===== src/design/bcld_pkg.sv =====
// Package for the button click / long-click detector.
// Holds the phase type, the event codes and the register map.
// No dependencies.
package bcld_pkg;

  localparam int unsigned TIME_W   = 32;
  localparam int unsigned CFG_W    = 16;
  localparam int unsigned EVENT_W  = 2;
  localparam int unsigned IN_DW    = 40;
  localparam int unsigned OUT_DW   = 8;
  localparam int unsigned APB_DW   = 32;
  localparam int unsigned APB_AW   = 4;

  typedef enum logic [1:0] {
    PH_IDLE       = 2'd0,
    PH_IN_PRESS   = 2'd1,
    PH_IN_RELEASE = 2'd2
  } phase_t;

  typedef enum logic [EVENT_W-1:0] {
    EV_NONE  = 2'd0,
    EV_CLICK = 2'd1,
    EV_LONG  = 2'd2
  } event_t;

  typedef enum logic [1:0] {
    REG_PRESS_TIME   = 2'd0,
    REG_RELEASE_TIME = 2'd1,
    REG_HOLD_TIME    = 2'd2
  } reg_idx_t;

endpackage


===== src/design/button_click_long_click_detector.sv =====
// Top level of the button click / long-click detector.
// Uses bcld_pkg for the phase type, event codes and register map.
// Contains the whole datapath, the phase machine and the APB register file.

// The block takes one button poll per transfer on the in_ channel and returns
// exactly one result per poll on the out_ channel: no event, a click or a
// long click. Each poll carries the active-high pressed bit and a free-running
// millisecond timestamp that may wrap; all elapsed times are taken as wrapping
// 32-bit differences and compared strictly against the thresholds. A poll is
// accepted in every cycle in which the single output register is empty or is
// being drained, so the sustained rate is one poll per clock cycle unless the
// output stalls; the result is valid in the cycle after its poll. The step is
// one 32-bit subtract per timer and its compares, feeding the phase update,
// all between the phase registers and the result register. The three 16-bit
// thresholds are written over the APB port and should only be changed while
// no result is pending; new values apply to the next accepted poll.
module button_click_long_click_detector (
  input  logic                                clk,
  input  logic                                rst_n,
  // Input channel. in_tdata: [0] button_pressed, [32:1] now_ms, [39:33] zero.
  input  logic                                in_tvalid,
  output logic                                in_tready,
  input  logic [bcld_pkg::IN_DW-1:0]          in_tdata,
  // Result channel. out_tdata: [1:0] click_event, [7:2] zero.
  output logic                                out_tvalid,
  input  logic                                out_tready,
  output logic [bcld_pkg::OUT_DW-1:0]         out_tdata,
  // Configuration port.
  input  logic                                cfg_psel,
  input  logic                                cfg_penable,
  input  logic                                cfg_pwrite,
  input  logic [bcld_pkg::APB_AW-1:0]         cfg_paddr,
  input  logic [bcld_pkg::APB_DW-1:0]         cfg_pwdata,
  output logic [bcld_pkg::APB_DW-1:0]         cfg_prdata,
  output logic                                cfg_pready
);

  // Threshold registers.
  logic [bcld_pkg::CFG_W-1:0] press_time_r;
  logic [bcld_pkg::CFG_W-1:0] release_time_r;
  logic [bcld_pkg::CFG_W-1:0] hold_time_r;

  // Phase machine state.
  bcld_pkg::phase_t            phase_r, phase_nxt;
  logic [bcld_pkg::TIME_W-1:0] press_start_r, press_start_nxt;
  logic [bcld_pkg::TIME_W-1:0] release_start_r, release_start_nxt;
  logic                        held_r, held_nxt;

  // Result register.
  logic                        out_valid_r;
  bcld_pkg::event_t            out_event_r;
  bcld_pkg::event_t            event_nxt;

  logic                        in_fire;
  logic                        cfg_wr;
  logic [1:0]                  cfg_idx;
  logic                        pressed;
  logic [bcld_pkg::TIME_W-1:0] now_ms;
  logic [bcld_pkg::TIME_W-1:0] press_elapsed;
  logic [bcld_pkg::TIME_W-1:0] release_elapsed;
  logic                        press_over;
  logic                        release_over;
  logic                        hold_over;

  // ---------------------------------------------------------------------
  // Configuration port. Writes complete in the access phase; pready is tied
  // high so no wait states are ever inserted.
  // ---------------------------------------------------------------------
  assign cfg_pready = 1'b1;
  assign cfg_wr     = cfg_psel & cfg_penable & cfg_pwrite & cfg_pready;
  assign cfg_idx    = cfg_paddr[3:2];

  always_ff @(posedge clk) begin
    if (!rst_n) begin
      press_time_r   <= '0;
      release_time_r <= '0;
      hold_time_r    <= '0;
    end else if (cfg_wr) begin
      case (cfg_idx)
        bcld_pkg::REG_PRESS_TIME:   press_time_r   <= cfg_pwdata[bcld_pkg::CFG_W-1:0];
        bcld_pkg::REG_RELEASE_TIME: release_time_r <= cfg_pwdata[bcld_pkg::CFG_W-1:0];
        bcld_pkg::REG_HOLD_TIME:    hold_time_r    <= cfg_pwdata[bcld_pkg::CFG_W-1:0];
        default: ;
      endcase
    end
  end

  always_comb begin
    cfg_prdata = '0;
    unique case (cfg_idx)
      bcld_pkg::REG_PRESS_TIME:   cfg_prdata[bcld_pkg::CFG_W-1:0] = press_time_r;
      bcld_pkg::REG_RELEASE_TIME: cfg_prdata[bcld_pkg::CFG_W-1:0] = release_time_r;
      bcld_pkg::REG_HOLD_TIME:    cfg_prdata[bcld_pkg::CFG_W-1:0] = hold_time_r;
      default:                    cfg_prdata = '0;
    endcase
  end

  // ---------------------------------------------------------------------
  // Input handshake. A poll is taken whenever the result register is free
  // or is emptied in the same cycle.
  // ---------------------------------------------------------------------
  assign in_tready = ~out_valid_r | out_tready;
  assign in_fire   = in_tvalid & in_tready;

  assign pressed = in_tdata[0];
  assign now_ms  = in_tdata[bcld_pkg::TIME_W:1];

  // Wrapping elapsed times and strict threshold compares.
  assign press_elapsed   = now_ms - press_start_r;
  assign release_elapsed = now_ms - release_start_r;
  assign press_over   = press_elapsed   > {{(bcld_pkg::TIME_W-bcld_pkg::CFG_W){1'b0}}, press_time_r};
  assign hold_over    = press_elapsed   > {{(bcld_pkg::TIME_W-bcld_pkg::CFG_W){1'b0}}, hold_time_r};
  assign release_over = release_elapsed > {{(bcld_pkg::TIME_W-bcld_pkg::CFG_W){1'b0}}, release_time_r};

  // Next-state logic of the phase machine.
  always_comb begin
    phase_nxt         = phase_r;
    press_start_nxt   = press_start_r;
    release_start_nxt = release_start_r;
    held_nxt          = held_r;
    unique case (phase_r)
      bcld_pkg::PH_IN_PRESS: begin
        if (!pressed) begin
          // A release that comes too early is ignored and the press goes on.
          if (press_over) begin
            phase_nxt         = bcld_pkg::PH_IN_RELEASE;
            release_start_nxt = now_ms;
          end
        end else if (hold_over) begin
          held_nxt = 1'b1;
        end
      end
      bcld_pkg::PH_IN_RELEASE: begin
        // The button bit is not looked at while the release settles.
        if (release_over) begin
          phase_nxt = bcld_pkg::PH_IDLE;
          held_nxt  = 1'b0;
        end
      end
      default: begin
        // Idle, and the unused phase code, which behaves as idle.
        phase_nxt = bcld_pkg::PH_IDLE;
        if (pressed) begin
          phase_nxt       = bcld_pkg::PH_IN_PRESS;
          press_start_nxt = now_ms;
        end
      end
    endcase
  end

  // Output logic of the phase machine: the event reported for this poll.
  always_comb begin
    event_nxt = bcld_pkg::EV_NONE;
    unique case (phase_r)
      bcld_pkg::PH_IN_RELEASE: begin
        if (release_over) begin
          event_nxt = held_r ? bcld_pkg::EV_LONG : bcld_pkg::EV_CLICK;
        end
      end
      default: event_nxt = bcld_pkg::EV_NONE;
    endcase
  end

  always_ff @(posedge clk) begin
    if (!rst_n) begin
      phase_r         <= bcld_pkg::PH_IDLE;
      press_start_r   <= '0;
      release_start_r <= '0;
      held_r          <= 1'b0;
    end else if (in_fire) begin
      phase_r         <= phase_nxt;
      press_start_r   <= press_start_nxt;
      release_start_r <= release_start_nxt;
      held_r          <= held_nxt;
    end
  end

  // ---------------------------------------------------------------------
  // Result register. Loaded on every accepted poll, cleared when the
  // result transfer completes without a new poll behind it.
  // ---------------------------------------------------------------------
  always_ff @(posedge clk) begin
    if (!rst_n) begin
      out_valid_r <= 1'b0;
    end else if (in_fire) begin
      out_valid_r <= 1'b1;
    end else if (out_tready) begin
      out_valid_r <= 1'b0;
    end
  end

  always_ff @(posedge clk) begin
    if (in_fire) begin
      out_event_r <= event_nxt;
    end
  end

  assign out_tvalid = out_valid_r;
  assign out_tdata  = {{(bcld_pkg::OUT_DW-bcld_pkg::EVENT_W){1'b0}}, out_event_r};

endmodule


===== config.mk =====
export PLATFORM = sky130hd
export DESIGN_NAME = button_click_long_click_detector
export DESIGN_NICKNAME = d
export VERILOG_FILES = /design/src/design/bcld_pkg.sv /design/src/design/button_click_long_click_detector.sv
export SDC_FILE = /design/constraint.sdc
export NUM_CORES = 1
export LEC_CHECK = 0
export BUFFER_PORTS_ARGS = -buffer_cell sky130_fd_sc_hd__clkbuf_2
export CORE_ASPECT_RATIO = 1.2
export CORE_UTILIZATION = 40
export DETAILED_ROUTE_END_ITERATION = 16
export HOLD_SLACK_MARGIN = 0.08
export SYNTH_ARGS = -nofsm -noshare
export SYNTH_HDL_FRONTEND = slang
export SYNTH_SLANG_ARGS = --single-unit
export TNS_END_PERCENT = 1

===== constraint.sdc =====
create_clock -name clk -period 6.3 [get_ports clk]
set_input_delay 0.945 -clock clk [delete_from_list [all_inputs] [get_ports clk]]
set_output_delay 0.945 -clock clk [all_outputs]
set_load 0.005 [all_outputs]

# After elaboration in Yosys (flattened, before gate mapping)
# Cells that the tools add are included.
totals:
  regBits: 118
  inputBits: 83
  elab_cells: 55
op_classes:
  addsub: 2
  n_lt_le_gt_ge: 3
  n_eq_ne: 9
  n_mux: 13
  bitwise: 7
  reduce_logical: 12
op_table:
  columns: ["cell", "n"]
  rows:
  - ["$gt 32x16->1", 3]
  - ["$sub 32x32->32", 2]
  - ["$pmux 16 s3", 1]
  - ["$ne 2x2->1 const B", 5]
  - ["$mux 2", 4]
  - ["$reduce_and 2->1", 4]
  - ["$reduce_and 4->1", 2]
  - ["$mux 1", 6]
  - ["$reduce_and 5->1", 1]
  - ["$eq 2x1->1 const B", 2]
  - ["$eq 2x2->1 const B", 2]
  - ["$pmux 2 s2", 1]
  - ["$reduce_bool 2->1", 2]
  - ["$and 1x1->1", 3]
  - ["$not 1->1", 3]
  - ["$reduce_and 3->1", 1]
  - ["$logic_not 2->1", 1]
  - ["$pmux 1 s2", 1]
  - ["$reduce_or 2->1", 1]
  - ["$or 1x1->1", 1]

# Longest topological paths before layout
depth:
  word_depth: 5
  ltp_mapped: 22
  depth_no_buf: 21

# Least setup slack after synthesis
# OpenSTA, ideal clock, no wires.
synth_path:
  kind: "input port to flip-flop"
  start: "in in_tdata[1] (netlist bit)"
  end: "reg release_start_r[1] (netlist bit)"
  setup_time_ps: 115
  arrival_ps: 4595
  t_required_ps: 6185
  slack_ps: 1590
  cell_stages: 22
  path_buffers: 1
  path_cell_list: "inv_1 > ha_1 > inv_1 > fa_1 > a211oi_1 > o21ai_1 > a31oi_1 > o21bai_1 > a21oi_1 > xnor2_1 > ha_1 > a21o_1 > a21o_1 > a21oi_1 > o21ai_0 > a211oi_1 > nor2_1 > o41ai_2 > nor2_1 > buf_6 > mux2i_1 > and2_1"
synth_between:
  elab_chain_len: 3
synth_lines:
  columns: ["item", "line", "text"]
  rows:
  - ["from (decl)", "button_click_long_click_detector.sv:23", "input logic [bcld_pkg::IN_DW-1:0] in_tdata,"]
  - ["$sub 32x32->32", "button_click_long_click_detector.sv:109", "assign press_elapsed = now_ms - press_start_r;"]
  - ["$gt 32x16->1", "button_click_long_click_detector.sv:111", "assign press_over = press_elapsed > {{(bcld_pkg::TIME_W-bcld_pkg::CFG_W){1'b0}}, press_time_r};"]
  - ["$reduce_and 4->1 (no line)", null, null]
  - ["to (signal assigned)", "button_click_long_click_detector.sv:173", "release_start_r <= release_start_nxt;"]
  - ["to (decl)", "button_click_long_click_detector.sv:46", "logic [bcld_pkg::TIME_W-1:0] release_start_r, release_start_nxt;"]
# No other way between the ends.
# A chain may end at the register's enable or synchronous reset.

# Final worst setup path
# Ends and elaborated chain as after synthesis.

==> run metrics <==
status=finished clean; number of H-tree levels=4; register area share after synthesis=23.09%; clock root buffer=clkbuf_16; Core Region=25,380 um2; DIE WIDTH=148.6 um; Crit. End Element=flop; mapped cell area=between 10,000 and 15,000 um2; hold violation total from the final report=0; Detailed Place HPWL=22,240 um; postcts setup bufs=0; leakage=4.260 nW; Worst Setup Slack, final=1.078 ns; drt pass-1 iters=5; Worst Setup SP=in_tdata[1]; overall routed net length=just under 30,000 um; number of global-route vias before repair=~9,000; Slew @ Worst Pin=1.155 ns; Die ar.=approximately 26,000 um2; Ys Warns=0; clock latency on the worst-skew pair=0.43 ns; # clock sinks=118; Seq cells post-synth=~120; worst hold slack=0.4671 ns; routed vias=9,474; Synth Area per Inst=between 7 and 8 um2; most frequent cells in the layout=nand2_1 (254), inv_1 (128), dfxtp_1 (116); placed cell areas=~11,000 um2; Async S/R FF share, synth=0%; Seq. cell area=2382 um2; hold wc startpoint=press_start_r[18]$_SDFFE_PN0P_; post-cts resize count=0; Max Slew Vio Count=0; Syn-to-layout area delta=11.00%; gr ovfl total=0; wire length per cell=16.33 um; num rows=between 60 and 70; Crit Path Max Fanout=24; kind of critical path=primary input to flop; clock skew=between 0.015 and 0.02 ns; worst hold-check path type=flop to flop; final setup fails=0; GRT Util Overall=roughly 22%; CP cell instances=clkbuf_2 -> inv_1 -> ha_1 -> inv_1 -> fa_1 -> a211oi_1 -> o21ai_1 -> a31oi_1 -> o21bai_1 -> a21oi_1 -> xnor2_1 -> ha_1 -> a21o_1 -> a21o_1 -> a21oi_1 -> o21ai_0 -> a211oi_1 -> nor2_1 -> o41ai_2 -> nor2_4 -> buf_12 -> mux2i_1 -> and2_1; Tmin final=around 5.2 ns; critical path arrival=5.53 ns; crit path max-delay cell type=o41ai_2; multi-input combinational cell area=approximately 7100 um2; required time of the critical path=around 6.6 ns; Longest Clk Path Bufs=2; Detail Route Antenna Nets=0; largest net degree at the start of global routing=120; Ports=roughly 130; Place WS=0.6203 ns; Crit path buffers/inverters=4; first-pass GRT wire length=around 46,000 um; hold buffers post-CTS=0; GP Congestion=0.9114; delay-heaviest family, CP=compound AO/OA/AOI/OAI gates; dominant cell type by area after synthesis=dfxtp_1; most common cell after layout, fill and taps aside=nand2_1; residual DRC count=0; initial antenna violation count=1; Initial Util=around two fifths; clock slew at reported path FFs=0.06 ns; share of cells above drive strength 1=8.946%; number of flops mapped to enable cells by yosys=2; Via density=between 5 and 6; startpoint types=primary input; RSZ-0062 raised after global routing=no; synth top area cells=dfxtp_1 (23%), ha_1 (14%), nand2_1 (9.2%); reg2reg start=press_start_r[0]$_SDFFE_PN0P_; Yosys top cell area share=a little under a quarter; max incr delay on CP=0.50 ns; Mapped Cells=1,388; Fmax=0.1915 GHz; die height=177.9 um; Worst VDD drop=160.3 uV; Worst slew margin=between 20 and 25%; Yosys cell types=71; final-stage net count=~1,600; Buffers on Ports=77; CTS tree=done; Max Cap Viol=0; initial detailed-routing violation count=480; CTS buffer count=17; fin area=11,450 um2; Layout fillers=2,623; setup TNS=0 ns; period utilization=82.89%; Cell Pwr Density=between 200 and 250 nW/um2; Synth Flop Type=dfxtp_1
==> final timing paths <==
path / to / slack (ns) / cells past startpoint
worst max-delay path: release_start_r[1]$_SDFFE_PN0P_ / 1.08 / 23
worst min-delay path: press_start_r[18]$_SDFFE_PN0P_ / 0.47 / 2
worst max register to register: release_start_r[1]$_SDFFE_PN0P_ / 1.47 / 21
worst min register to register: press_start_r[18]$_SDFFE_PN0P_ / 0.47 / 2
==> Yosys cell counts, types with 18 or more instances <==
| cell | number |
|---|---|
| dfxtp_1 | 116 |
| a21boi_0 | 83 |
| o21ai_0 | 64 |
| inv_1 | 128 |
| nand4_1 | 27 |
| a21oi_1 | 99 |
| buf_4 | 25 |
| a21o_1 | 29 |
| clkbuf_1 | 51 |
| nor3_1 | 18 |
| nor2_1 | 43 |
| mux2i_1 | 54 |
| ha_1 | 113 |
| nand3_1 | 23 |
| nor2b_1 | 42 |
| xnor2_1 | 25 |
| nand2_1 | 254 |
==> layout make-up <==
cell class / count / share of cell area (%)
multi-input cells: 1080 / 62.20
flip-flops and latches: 118 / 20.80
inverters: 128 / 4.195
clock buffers: 17 / 3.715
repair buffers: 84 / 3.933
well taps: 330 / 3.605
diodes: 1 / 0.02185
clock inverters: 15 / 1.530
==> per-layer routing <==
metal  track usage, %  vias up  share of wire, %
met2            38.38      204                48
li1                 -     4868                 -
met5                0        -                 0
met1            27.47     4363                45
met3            2.956       39               3.8
met4            10.40        0               3.6
==> flip-flops by register name, summed over array words and instances (netlist names) <==
name             flops
held_r               1
hold_time_r         16
out_event_r          2
out_tvalid           1
phase_r              2
press_start_r       32
press_time_r        16
release_start_r     32
release_time_r      16
==> worst reg2reg max path, cell delays in order, from the launching register on <==
cell	delay, ns
dfxtp_1	0.33
ha_1	0.17
inv_1	0.06
fa_1	0.42
a211oi_1	0.35
o21ai_1	0.21
a31oi_1	0.28
o21bai_1	0.10
a21oi_1	0.17
xnor2_1	0.19
ha_1	0.30
a21o_1	0.16
a21o_1	0.17
a21oi_1	0.13
o21ai_0	0.10
a211oi_1	0.23
nor2_1	0.13
o41ai_2	0.51
nor2_4	0.18
buf_12	0.22
mux2i_1	0.16
and2_1	0.16
==> kinds of logic after synthesis <==
group / synth area share, %
other: 0.07279
multiplexers: 5.566
AND/OR/NAND/NOR: 20.49
flip-flops: 23.09
buffers and inverters: 8.707
AO/OA/AOI/OAI: 24.41
XOR/XNOR: 3.565
adder cells (fa/ha/maj): 14.09
==> power by group <==
| part | total, mW | switching (mW) | internal (mW) | leakage (nW) |
|---|---|---|---|---|
| Sequential | 0.778 | 0.0109 | 0.767 | 0.959 |
| Combinational | 0.660 | 0.398 | 0.261 | 3.01 |
| Clock | 1.01 | 0.438 | 0.570 | 0.291 |
==> per-stage QoR <==
step,std cells,power [mW],utilization [%]
after CTS,1772,2.469,45.11
after global routing,1772,2.582,45.11
after detailed placement,1740,1.444,42.74
after global placement,1740,1.432,42.74
after floorplan,1409,1.277,-
final,1773,2.446,45.12
(Power assumes the default switching activity.)
